### config.mk
export PLATFORM = sky130hd
export DESIGN_NAME = mor_best
export DESIGN_NICKNAME = d
export VERILOG_FILES = /design/src/mor_pkg.sv /design/src/mor_best.sv
export SDC_FILE = /design/constraint.sdc
export NUM_CORES = 1
export LEC_CHECK = 0
export BUFFER_PORTS_ARGS = -buffer_cell sky130_fd_sc_hd__buf_2
export CAP_MARGIN = 5
export CELL_PAD_IN_SITES_DETAIL_PLACEMENT = 0
export CELL_PAD_IN_SITES_GLOBAL_PLACEMENT = 1
export CORE_UTILIZATION = 39
export DETAILED_ROUTE_END_ITERATION = 8
export PLACE_DENSITY_LB_ADDON = 0.1
export SLEW_MARGIN = 0
export SYNTH_ARGS = -nofsm -noshare
export SYNTH_HDL_FRONTEND = slang
export SYNTH_SLANG_ARGS = --single-unit
export TNS_END_PERCENT = 100
### constraint.sdc
create_clock -name vclk -period 8
set_input_delay 1.6 -clock vclk [all_inputs]
set_output_delay 1.6 -clock vclk [all_outputs]
set_load 0.05 [all_outputs]
### src/mor_pkg.sv
`timescale 1ns / 1ps
// ----------------------------------------------------------------------------
// mor_pkg
// Shared types and constants for the fewest-operations-to-one calculator.
// ----------------------------------------------------------------------------
package mor_pkg;

  localparam int VAL_W  = 16;   // chain value / target width
  localparam int STEP_W = 6;    // step count width
  localparam int CNT_W  = 6;    // index of a word within one chain

  localparam logic [STEP_W-1:0] STEP_MAX   = 6'd63;
  localparam logic [CNT_W-1:0]  CHAIN_LAST = 6'd63;  // index of the 64th word

  // control sequencer states
  typedef enum logic [2:0] {
    ST_IDLE,
    ST_FILL_RD3,
    ST_FILL_RD2,
    ST_FILL_WR,
    ST_TR_RD,
    ST_TR_CAP,
    ST_EMIT
  } state_t;

  // chosen operation for a table entry
  typedef enum logic [1:0] {
    PICK_DIV3,
    PICK_DIV2,
    PICK_DEC
  } pick_t;

  // candidate step counts for one entry
  typedef struct packed {
    logic              div3_ok;
    logic              div2_ok;
    logic [STEP_W-1:0] step_div3;
    logic [STEP_W-1:0] step_div2;
    logic [STEP_W-1:0] step_dec;
  } cand_t;

  // winning candidate
  typedef struct packed {
    logic [STEP_W-1:0] step;
    pick_t             pick;
  } best_t;

endpackage

### src/mor_best.sv
`timescale 1ns / 1ps
// ----------------------------------------------------------------------------
// mor_best
// Picks the cheapest predecessor for one entry: divide by 3, divide by 2,
// subtract 1, in that priority on ties.
// ----------------------------------------------------------------------------
module mor_best (
  input  mor_pkg::cand_t cand,
  output mor_pkg::best_t best
);
  import mor_pkg::*;

  // step count plus one, saturated
  function automatic logic [STEP_W-1:0] sat_inc(input logic [STEP_W-1:0] s);
    logic [STEP_W:0] sum;
    sum = {1'b0, s} + {{STEP_W{1'b0}}, 1'b1};
    return (sum > {1'b0, STEP_MAX}) ? STEP_MAX : sum[STEP_W-1:0];
  endfunction

  logic [STEP_W-1:0] c3;
  logic [STEP_W-1:0] c2;
  logic [STEP_W-1:0] c1;
  logic [STEP_W:0]   best_cost;
  pick_t             best_pick;

  assign c3 = sat_inc(cand.step_div3);
  assign c2 = sat_inc(cand.step_div2);
  assign c1 = sat_inc(cand.step_dec);

  // strict-less compare keeps the earlier candidate on ties
  always_comb begin
    best_cost = {1'b1, {STEP_W{1'b0}}};
    best_pick = PICK_DEC;
    if (cand.div3_ok && ({1'b0, c3} < best_cost)) begin
      best_cost = {1'b0, c3};
      best_pick = PICK_DIV3;
    end
    if (cand.div2_ok && ({1'b0, c2} < best_cost)) begin
      best_cost = {1'b0, c2};
      best_pick = PICK_DIV2;
    end
    if ({1'b0, c1} < best_cost) begin
      best_cost = {1'b0, c1};
      best_pick = PICK_DEC;
    end
  end

  assign best.step = best_cost[STEP_W-1:0];
  assign best.pick = best_pick;

endmodule

* After elaboration in Yosys (flattened, before gate mapping)
Index checks and enable logic that the tools add are counted.
** Storage, ports and cells
- Bits in registers :: 0
- Latch bits :: 0
- RAM bits :: 0
- ROM bits :: 0
- Input bits :: 20
- Memories :: 0
** Cells by class
- Add/subtract/negate cells :: 3
- $mul :: 0
- Divide/modulo/power cells :: 0
- $lt $le $gt $ge :: 5
- Equality and inequality tests :: 0
- Shift operators :: 0
- Multiplexer cells :: 9
- Bitwise gates (word level) :: 0
- Reductions and logical operators :: 1
** Operators by type and width (number)
- $mux 6 :: 4
- $add 6x1->7 const B :: 3
- $gt 7x6->1 const B :: 3
- $lt 6x7->1 :: 2
- $mux 7 :: 2
- $mux 2 :: 3
- $logic_and 1x1->1 :: 1

* Longest topological paths before layout
Gate-level depths: netlist of the first run.
- Word-level depth :: 9
- Depth in mapped cells :: 19
- Depth with buffers taken out :: 19

* Worst setup path after synthesis of the first run
OpenSTA, ideal clock, no wires.
- Path type :: input port to output port
- From :: input cand[12] in the netlist's numbering
- To :: output best[3] in the netlist's numbering
- Arrival :: 6060 ps
- Data required time :: 6400 ps
- Path slack :: 340 ps
- Stages :: 18
- Buffers on the path :: 0
- Cell sequence :: ha_1 > nand3_1 > nor2_1 > inv_1 > a21oi_1 > inv_1 > ha_1 > a21oi_1 > o211ai_1 > o21bai_1 > nor2_1 > mux2_2 > ha_1 > a21o_1 > a21oi_1 > nand3_1 > o31ai_4 > mux2i_1
** RTL lines
- start: declaration :: RTL line mor_best.sv:8 : input mor_pkg::cand_t cand,
- end: declaration :: RTL line mor_best.sv:9 : output mor_pkg::best_t best

==> results of run 1 <==
==> cell families after synthesis <==
family / synth area share (%)
adder cells (fa/ha/maj): 21.95
XOR/XNOR: 10.56
multiplexers: 11.80
AO/OA/AOI/OAI: 20.30
AND/OR/NAND/NOR: 28.26
buffers and inverters: 7.132
==> synth_stat cells (all sizes together), types with 2 or more instances <==
master  count
ha         16
inv        15
nand2      14
nor2       10
nand3       9
a21oi       8
mux2i       7
o21ai       6
xor2        6
and2        5
and3        5
xnor2       5
mux2        3
a21o        2
nand4       2
o22ai       2
o31ai       2
==> routing by layer <==
metal	share of wire, %	global-route usage [%]
met5	0	0
met4	0	0.9259
met3	4.3	1.818
met2	48	32.44
met1	47	22.58
==> tightest hold or removal path: cells and delay by family <==
| kind | cells | cell delay (ps) |
|---|---|---|
| and+or+nand+nor | 1 | 110 |
| AOI/OAI and AO/OA | 1 | 150 |
| muxes | 1 | 70 |
| buffers and inverters | 2 | 330 |
==> layout make-up <==
type                            instances  area share (%)
Timing Repair Buffer                   28           12.99
Multi-Input combinational cell        111           78.54
Inverter                               15           5.220
Tap cell                               28           3.248
==> where the power goes <==
part	leakage [nW]	internal [mW]	switching [mW]
registers	0	0	0
logic	0.546	0.0399	0.0774
clock network	0	0	0
==> final timing paths <==
check | start | to | slack, ps | cells past startpoint
setup / recovery | cand[12] | best[6] | 570 | 20
hold / removal | cand[2] | best[4] | 3870 | 5
==> stage by stage <==
stage | std cells | power (mW) | hold slack [ps] | instance area [µm²]
after floorplan | 128 | 0.09088 | 3525 | 912.1
after detailed placement | 182 | 0.1177 | 3874 | 1079
after global placement | 182 | 0.1160 | 3853 | 1079
final | 182 | 0.1173 | 3872 | 1079
after global routing | 182 | 0.1287 | 3923 | 1079
after CTS | 182 | 0.1183 | 3881 | 1079
==> results_tabular.tex, run 1 <==
\begin{tabular}{lr}
\hline
Metric & Value \\
\hline
\multicolumn{2}{l}{\textbf{STA}} \\
Final hold vios & 0 \\
Rel. slew slack & 65.67\% \\
Max Clk Rate & 134.6 MHz \\
\# setup viols final & 0 \\
Fraction of the cycle the final worst path needs & 92.88\% \\
Post-route worst setup slack & 569.9 ps \\
Tightest Pin Transition & 514.9 ps \\
Final sum of negative setup slack & 0 ps \\
Final min period & 7430 ps \\
Unrepaired setup endpoints after global routing & no \\
Pins over their slew limit & 0 \\
\multicolumn{2}{l}{\textbf{Synth}} \\
Synthesized area per cell & 7.126 µm² \\
Post-synthesis instance area & 912.1 µm² \\
Sequential share of the synthesized area & 0\% \\
Distinct cell type count after synthesis & 33 \\
Post-synthesis net count & 164 \\
Largest area contributor in the synthesized netlist & sky130\_fd\_sc\_hd\_\_ha\_1 \\
Yosys Warn Count & 0 \\
Number of standard cells after synthesis & 128 \\
Biggest area contributors in the synthesized netlist & sky130\_fd\_sc\_hd\_\_ha\_1, sky130\_fd\_sc\_hd\_\_mux2i\_1, sky130\_fd\_sc\_hd\_\_inv\_1 \\
Proportion of netlist area held by the largest area contributor & 21.95\% \\
\multicolumn{2}{l}{\textbf{Floorplan}} \\
Count of standard-cell rows & 17 \\
Number of ports placed on the die boundary & 28 \\
Initial Utilization & 41.23\% \\
Y dimension of the die & 50.36 µm \\
Chip width & 50.36 µm \\
Floorplan core area & 2212 µm² \\
Area enclosed by the die boundary & 2536 µm² \\
\multicolumn{2}{l}{\textbf{GRT}} \\
Vias in the first global route & 902 \\
Antenna violations before repair & 0 \\
Global Route Usage Sum & 17.54\% \\
Gr ovfl total & 0 \\
Pin count of the biggest net entering global routing & 9 \\
First-pass GRT wire length & 3629 µm \\
\multicolumn{2}{l}{\textbf{Final layout}} \\
Total of clock buffers placed in the layout & 0 \\
Leading cell type in the layout, fill and taps excluded & sky130\_fd\_sc\_hd\_\_buf\_2 \\
Fillers & 247 \\
Sequential cells & 0 \\
Finished Core Util & 48.76\% \\
Top library cells by usage in the layout, fill and taps aside & sky130\_fd\_sc\_hd\_\_buf\_2, sky130\_fd\_sc\_hd\_\_ha\_1, sky130\_fd\_sc\_hd\_\_nand2\_1, sky130\_fd\_sc\_hd\_\_inv\_1, sky130\_fd\_sc\_hd\_\_nor2\_1 \\
Multi-input logic area & 847.1 µm² \\
Ratio of cells with drive above 1 in the final layout & 24.03\% \\
Area overhead of the layout relative to synthesis & 18.24\% \\
Footprint of the flip-flops and latches & 0 µm² \\
N\_diodes & 0 \\
Net count reported at finish & 192 \\
\multicolumn{2}{l}{\textbf{Critical path}} \\
Type of the worst setup path & primary input to output port \\
CP startpoint kind & primary input \\
Data arrival at the endpoint of the critical path & 5830 ps \\
Slowest library cell on the worst path & sky130\_fd\_sc\_hd\_\_o31ai\_4 \\
Slowest cell delay on critical path & 460 ps \\
Critical-path maximum fanout & 8 \\
Buffers and inverters on the worst path & 4 \\
Critical path, cell by cell & buf\_2, ha\_1, nand3\_1, nor2\_1, inv\_1, a21oi\_1, inv\_1, ha\_1, a21oi\_1, o211ai\_1, o21bai\_1, nor2\_1, mux2\_2, ha\_1, a21o\_1, a21oi\_1, nand3\_1, o31ai\_4, mux2i\_1, buf\_2 \\
Top Family by Delay on Critical Path & compound AO/OA/AOI/OAI gates \\
Worst endpoint required time & 6400 ps \\
Type of element capturing the critical path & output port \\
\multicolumn{2}{l}{\textbf{Detailed routing}} \\
Overall via count from detail\_route & 956 \\
Average via count per standard cell & 5.253 \\
Number of routed nets with antenna violations & 0 \\
Number of search-and-repair iterations in the first detailed-routing pass & 4 \\
Average wire length per cell after detail routing & 11.71 µm \\
DRC & 0 \\
Initial drt markers & 12 \\
Total wire length after detailed routing & 2132 µm \\
\multicolumn{2}{l}{\textbf{Clocking}} \\
Hold buffers post-CTS & 0 \\
Number of gates given a new drive strength after cts & 0 \\
Number of setup buffers added after CTS & 0 \\
\multicolumn{2}{l}{\textbf{Power and ir drop}} \\
Power per standard cell area & 108.7 nW/µm² \\
Total leakage power & 0.5465 nW \\
Worst supply voltage drop on vdd & 0.08098 mV \\
\multicolumn{2}{l}{\textbf{Min path}} \\
Class of the tightest hold or removal check & primary input to output port \\
\multicolumn{2}{l}{\textbf{Run status}} \\
Run status & finished, final reports clean \\
\multicolumn{2}{l}{\textbf{Placement}} \\
Gpl congestion & 0.7608 \\
Detail Placement HPWL & 1876 µm \\
Worst slack at placement & 541.7 ps \\
Number of port buffers & 28 \\
\multicolumn{2}{l}{\textbf{Job}} \\
Number of max-capacitance violations reported & 0 \\
\hline
\end{tabular}
Note: power is estimated with default switching activity, not from simulation.
==> run 2, diff against run 1 <==
- BUFFER_PORTS_ARGS: -buffer_cell sky130_fd_sc_hd__buf_2 -> default
- CORE_UTILIZATION: 39 -> 48
- DONT_BUFFER_PORTS: default -> 1
==> run 2 against run 1 <==
Sequential share of layout area did not move. Combinational power fell by 4%. First-iteration DRC count rose by 75%. Hold slack got worse by 310 ps. Wire length fell by 8.9%. Count of clock-buffer cells in the layout did not move. Die area fell by 18%. Total power fell by 4.1%. Via count fell by 7.4%. Highest routed layer unchanged.
==> results_tabular.tex, run 2 (synthesis results as in run 1) <==
\begin{tabular}{lr}
\hline
Metric & Value \\
\hline
\multicolumn{2}{l}{\textbf{Run status}} \\
Run status & finished, final reports clean \\
\multicolumn{2}{l}{\textbf{Power and ir drop}} \\
Worst supply voltage drop on vdd & 0.06274 mV (-23\%) \\
Overall power after layout & 0.1124 mW (-4.1\%) \\
Total internal power & 0.04080 mW (+2.4\%) \\
Switching share of power & 63.71\% (-2.3 points) \\
Net switching power & 0.07163 mW (-7.5\%) \\
Total leakage power & 0.4690 nW (-14\%) \\
Relative contribution of sequential cells to total power & 0\% (unchanged) \\
Power per standard cell area & 113.9 nW/µm² (+4.7\%) \\
Clk network pwr share & 0\% (unchanged) \\
Logic pwr share & 100.0\% (about the same) \\
\multicolumn{2}{l}{\textbf{Final layout}} \\
Footprint of the flip-flops and latches & 0 µm² (unchanged) \\
Leading cell type in the layout, fill and taps excluded & sky130\_fd\_sc\_hd\_\_ha\_1 \\
Fillers & 205 (-17\%) \\
Total of clock buffers placed in the layout & 0 (unchanged) \\
Area overhead of the layout relative to synthesis & 8.230\% \\
N\_diodes & 0 (unchanged) \\
Top library cells by usage in the layout, fill and taps aside & sky130\_fd\_sc\_hd\_\_ha\_1, sky130\_fd\_sc\_hd\_\_nand2\_1, sky130\_fd\_sc\_hd\_\_inv\_1 \\
Final standard cell count with taps included and fillers excluded & 158 (-13\%) \\
Net count reported at finish & 171 (-11\%) \\
Ratio of cells with drive above 1 in the final layout & 12.03\% (-12 points) \\
Sequential cells & 0 (unchanged) \\
Finished Core Util & 56.56\% (+7.8 points) \\
Cell area after layout & 987.2 µm² (-8.5\%) \\
\multicolumn{2}{l}{\textbf{Critical path}} \\
Critical-path maximum fanout & 8 (unchanged) \\
CP startpoint kind & primary input \\
Data arrival at the endpoint of the critical path & 5650 ps (-180 ps) \\
Endpoint of the most critical setup path & best[4] \\
Type of the worst setup path & primary input to output port \\
Worst setup path start & cand[12] \\
Type of element capturing the critical path & output port \\
Worst endpoint required time & 6400 ps (about the same) \\
\multicolumn{2}{l}{\textbf{STA}} \\
Unrepaired setup endpoints after global routing & no \\
Tightest Pin Transition & 532.9 ps (+18.00 ps) \\
Max Clk Rate & 137.9 MHz (+2.4\%) \\
Final hold vios & 0 (unchanged) \\
Final min period & 7253 ps (-177.5 ps) \\
Rel. slew slack & 64.47\% (-1.2 points) \\
Fraction of the cycle the final worst path needs & 90.66\% (-2.2 points) \\
Pins over their slew limit & 0 (unchanged) \\
\# setup viols final & 0 (unchanged) \\
Final sum of negative setup slack & 0 ps (unchanged) \\
\multicolumn{2}{l}{\textbf{GRT}} \\
Vias in the first global route & 731 (-19\%) \\
Pin count of the biggest net entering global routing & 9 (unchanged) \\
Antenna violations before repair & 0 (unchanged) \\
Gr ovfl total & 0 (unchanged) \\
First-pass GRT wire length & 2980 µm (-18\%) \\
Global Route Usage Sum & 18.74\% (+1.2 points) \\
\multicolumn{2}{l}{\textbf{Floorplan}} \\
Chip width & 45.59 µm (-9.5\%) \\
Count of standard-cell rows & 15 (-2) \\
Initial Utilization & 52.26\% (+11 points) \\
Floorplan core area & 1745 µm² (-21\%) \\
Area enclosed by the die boundary & 2078 µm² (-18\%) \\
Y dimension of the die & 45.59 µm (-9.5\%) \\
Number of ports placed on the die boundary & 28 (unchanged) \\
\multicolumn{2}{l}{\textbf{Placement}} \\
Number of port buffers & 0 (-100\%) \\
Post-placement cell count & 158 (-13\%) \\
Gpl congestion & 0.8323 (+9.4\%) \\
Post-Place Cell Area & 987.2 µm² (-8.5\%) \\
Detail Placement HPWL & 1733 µm (-7.6\%) \\
\multicolumn{2}{l}{\textbf{Detailed routing}} \\
Number of routed nets with antenna violations & 0 (unchanged) \\
WL met1 & 892 µm (-11\%) \\
Routed length on met3 & 134 µm (+47\%) \\
Average via count per standard cell & 5.601 (+6.6\%) \\
Average wire length per cell after detail routing & 12.29 µm (+4.9\%) \\
Metal2 WL & 915 µm (-11\%) \\
Total wire length after detailed routing & 1942 µm (-8.9\%) \\
Topmost layer with routed signal wires & met3 \\
Number of search-and-repair iterations in the first detailed-routing pass & 4 (unchanged) \\
Overall via count from detail\_route & 885 (-7.4\%) \\
Initial drt markers & 21 (+9) \\
DRC & 0 (unchanged) \\
\multicolumn{2}{l}{\textbf{Clocking}} \\
Hold buffers post-CTS & 0 (unchanged) \\
Number of setup buffers added after CTS & 0 (unchanged) \\
Number of gates given a new drive strength after cts & 0 (unchanged) \\
\multicolumn{2}{l}{\textbf{Min path}} \\
Hold Path Origin & cand[0] \\
Class of the tightest hold or removal check & primary input to output port \\
\multicolumn{2}{l}{\textbf{Job}} \\
Number of max-capacitance violations reported & 0 (unchanged) \\
\hline
\end{tabular}
[run 2: cell count changes in the layout (fill, tap and decap cells not counted), sizes merged]
cell,previous run,this run
buf,28,7
[run 2: power by group through the flow]
stage               logic [mW]  registers [mW]  clock network (mW)
finish                   0.112               0                   0
detailed placement       0.113               0                   0
global route             0.122               0                   0
floorplan               0.0909               0                   0
CTS                      0.113               0                   0
global placement         0.111               0                   0
[run 2: critical path, cell delays in order]
cell and delay (ps):
sky130_fd_sc_hd__ha_1 160, sky130_fd_sc_hd__nand3_1 160, sky130_fd_sc_hd__nor2_1 200, sky130_fd_sc_hd__inv_1 70, sky130_fd_sc_hd__a21oi_1 180, sky130_fd_sc_hd__inv_1 60, sky130_fd_sc_hd__ha_1 310, sky130_fd_sc_hd__a21oi_1 150
sky130_fd_sc_hd__o211ai_1 120, sky130_fd_sc_hd__o21bai_1 250, sky130_fd_sc_hd__nor2_1 370, sky130_fd_sc_hd__mux2i_1 310, sky130_fd_sc_hd__ha_1 290, sky130_fd_sc_hd__a21o_1 160, sky130_fd_sc_hd__a21oi_1 190, sky130_fd_sc_hd__nand3_1 140
sky130_fd_sc_hd__o31ai_4 470, sky130_fd_sc_hd__mux2i_1 250, sky130_fd_sc_hd__buf_4 220
[run 2: worst min path at each step]
stage,slack [ps],end,cells past startpoint
after floorplan,3530,best[2],2
after global placement,3570,best[2],2
after detailed placement,3570,best[2],2
after CTS,3570,best[2],2
after global routing,3590,best[2],2
final,3570,best[2],2
[run 2: layer usage]
layer / vias up / global-route usage, %
li1: 461 / -
met4: 0 / 0
met2: 28 / 31.43
met3: 0 / 0.7937
met5: - / 0
met1: 396 / 27.76
[run 2: area by class of cell]
class	instances	area, µm²	share of cell area, %
inverters	15	56.30	5.703
repair buffers	7	52.55	5.323
well taps	25	31.28	3.169
multi-input cells	111	847.1	85.80
[run 2: stage by stage]
stage	setup WS [ps]	hold WS (ps)
floorplan	340.5	3525
global placement	776.9	3568
detailed placement	750.4	3567
CTS	727.3	3567
global route	284.7	3595
finish	747.4	3565
==> run 3, diff against run 2 <==
- CORE_MARGIN: default -> 3
==> run 3 against run 2 <==
Total power fell by 1.2%. Critical endpoint unchanged. Global-route usage fell by 2.7 points. Count of clock-buffer cells in the layout did not move. Die area rose by 18%. Critical path type unchanged. Cell count did not move. Fmax rose by 0.82%.
==> results_tabular.tex, run 3 (synthesis results as in run 1) <==
\begin{tabular}{lr}
\hline
Metric & Value \\
\hline
\multicolumn{2}{l}{\textbf{Critical path}} \\
CP startpoint kind & primary input \\
Critical-path maximum fanout & 8 (unchanged) \\
Slowest library cell on the worst path & sky130\_fd\_sc\_hd\_\_o31ai\_4 \\
Critical path, cell by cell & ha\_1, nand3\_1, nor2\_1, inv\_1, a21oi\_1, inv\_1, ha\_1, a21oi\_1, o211ai\_1, o21bai\_1, nor2\_1, mux2\_2, ha\_1, a21o\_1, a21oi\_1, nand3\_1, o31ai\_4, mux2i\_1, buf\_4 \\
Worst endpoint required time & 6400 ps (about the same) \\
Type of element capturing the critical path & output port \\
Data arrival at the endpoint of the critical path & 5590 ps (-60 ps) \\
Type of the worst setup path & primary input to output port \\
Slowest cell delay on critical path & 460 ps (about the same) \\
\multicolumn{2}{l}{\textbf{STA}} \\
\# setup viols final & 0 (unchanged) \\
Tightest Pin Transition & 515.0 ps (-17.95 ps) \\
Rel. slew slack & 65.67\% (+1.2 points) \\
Fraction of the cycle the final worst path needs & 89.92\% (-0.74 points) \\
Unrepaired setup endpoints after global routing & no \\
Pins over their slew limit & 0 (unchanged) \\
Final min period & 7193 ps (-59.16 ps) \\
Max Clk Rate & 139.0 MHz (+0.82\%) \\
Final sum of negative setup slack & 0 ps (unchanged) \\
Final hold vios & 0 (unchanged) \\
Post-route worst setup slack & 806.5 ps (+59.16 ps) \\
\multicolumn{2}{l}{\textbf{Final layout}} \\
N\_diodes & 0 (unchanged) \\
Leading cell type in the layout, fill and taps excluded & sky130\_fd\_sc\_hd\_\_ha\_1 \\
Footprint of the flip-flops and latches & 0 µm² (unchanged) \\
Net count reported at finish & 171 (unchanged) \\
Sequential cells & 0 (unchanged) \\
Total of clock buffers placed in the layout & 0 (unchanged) \\
Top library cells by usage in the layout, fill and taps aside & sky130\_fd\_sc\_hd\_\_ha\_1, sky130\_fd\_sc\_hd\_\_nand2\_1, sky130\_fd\_sc\_hd\_\_inv\_1 \\
Area overhead of the layout relative to synthesis & 8.230\% (unchanged) \\
Cell area after layout & 987.2 µm² (unchanged) \\
Ratio of cells with drive above 1 in the final layout & 12.03\% (unchanged) \\
\multicolumn{2}{l}{\textbf{Run status}} \\
Run status & finished, final reports clean \\
\multicolumn{2}{l}{\textbf{Power and ir drop}} \\
Total leakage power & 0.4690 nW (unchanged) \\
Worst supply voltage drop on vdd & 0.06117 mV (-2.5\%) \\
Power per standard cell area & 112.5 nW/µm² (-1.2\%) \\
\multicolumn{2}{l}{\textbf{Floorplan}} \\
Area enclosed by the die boundary & 2459 µm² (+18\%) \\
Floorplan core area & 1764 µm² (+1.1\%) \\
Number of ports placed on the die boundary & 28 (unchanged) \\
Count of standard-cell rows & 15 (unchanged) \\
Chip width & 49.59 µm (+8.8\%) \\
Y dimension of the die & 49.59 µm (+8.8\%) \\
Initial Utilization & 51.70\% (-0.56 points) \\
\multicolumn{2}{l}{\textbf{Clocking}} \\
Hold buffers post-CTS & 0 (unchanged) \\
Number of setup buffers added after CTS & 0 (unchanged) \\
Number of gates given a new drive strength after cts & 0 (unchanged) \\
\multicolumn{2}{l}{\textbf{Placement}} \\
Gpl congestion & 0.7514 (-9.7\%) \\
Detail Placement HPWL & 1675 µm (-3.4\%) \\
Post-Place Cell Area & 987.2 µm² (unchanged) \\
Number of port buffers & 0 (unchanged) \\
Worst slack at placement & 787.6 ps (+37.17 ps) \\
\multicolumn{2}{l}{\textbf{GRT}} \\
First-pass GRT wire length & 3305 µm (+11\%) \\
Pin count of the biggest net entering global routing & 9 (unchanged) \\
Gr ovfl total & 0 (unchanged) \\
Vias in the first global route & 793 (+8.5\%) \\
Global Route Usage Sum & 16.04\% (-2.7 points) \\
Antenna violations before repair & 0 (unchanged) \\
\multicolumn{2}{l}{\textbf{Detailed routing}} \\
Average via count per standard cell & 5.323 (-5.0\%) \\
Number of search-and-repair iterations in the first detailed-routing pass & 4 (unchanged) \\
Total wire length after detailed routing & 1856 µm (-4.4\%) \\
DRC & 0 (unchanged) \\
Overall via count from detail\_route & 841 (-5.0\%) \\
Initial drt markers & 18 (-14\%) \\
Average wire length per cell after detail routing & 11.75 µm (-4.4\%) \\
Number of routed nets with antenna violations & 0 (unchanged) \\
\multicolumn{2}{l}{\textbf{Job}} \\
Number of max-capacitance violations reported & 0 (unchanged) \\
\multicolumn{2}{l}{\textbf{Min path}} \\
Class of the tightest hold or removal check & primary input to output port \\
\hline
\end{tabular}
## run 3: final cells by class
type / instances / area, µm²
fillers: 186 / 777.0
inverters: 15 / 56.30
multi-input cells: 111 / 847.1
well taps: 25 / 31.28
repair buffers: 7 / 52.55
## run 3: power breakdown
| part | internal [mW] | switching [mW] | total (mW) |
|---|---|---|---|
| Sequential | 0 | 0 | 0 |
| Combinational | 0.0405 | 0.0706 | 0.111 |
| Clock | 0 | 0 | 0 |
## run 3: path summary, 6_finish.rpt
path | to | slack, ps | startpoint | depth (start not counted)
max | best[4] | 810 | cand[12] | 19
min | best[2] | 3560 | cand[0] | 2
## run 3: stage by stage
step / hold WS [ps] / total power, mW / std cells / utilization (%)
floorplan: 3525 / 0.09088 / 128 / -
global placement: 3563 / 0.1112 / 158 / 55.96
detailed placement: 3563 / 0.1115 / 158 / 55.96
CTS: 3561 / 0.1120 / 158 / 55.96
global route: 3602 / 0.1215 / 158 / 55.96
finish: 3556 / 0.1111 / 158 / 55.96
## run 3: routing by layer
layer	share of wire, %	GRT usage (%)	vias to the layer above
met4	0	0	0
met2	42	25.33	20
li1	-	-	463
met5	0	0	-
met3	5.9	2.417	0
met1	52	24.09	358
## run 3: worst max-delay path, delay by kind of cell
family / cells / cell delay (ps)
compound gates: 7 / 1490
fa+ha+maj: 3 / 650
buf+inv: 3 / 350
mux: 2 / 650
simple gates: 4 / 830
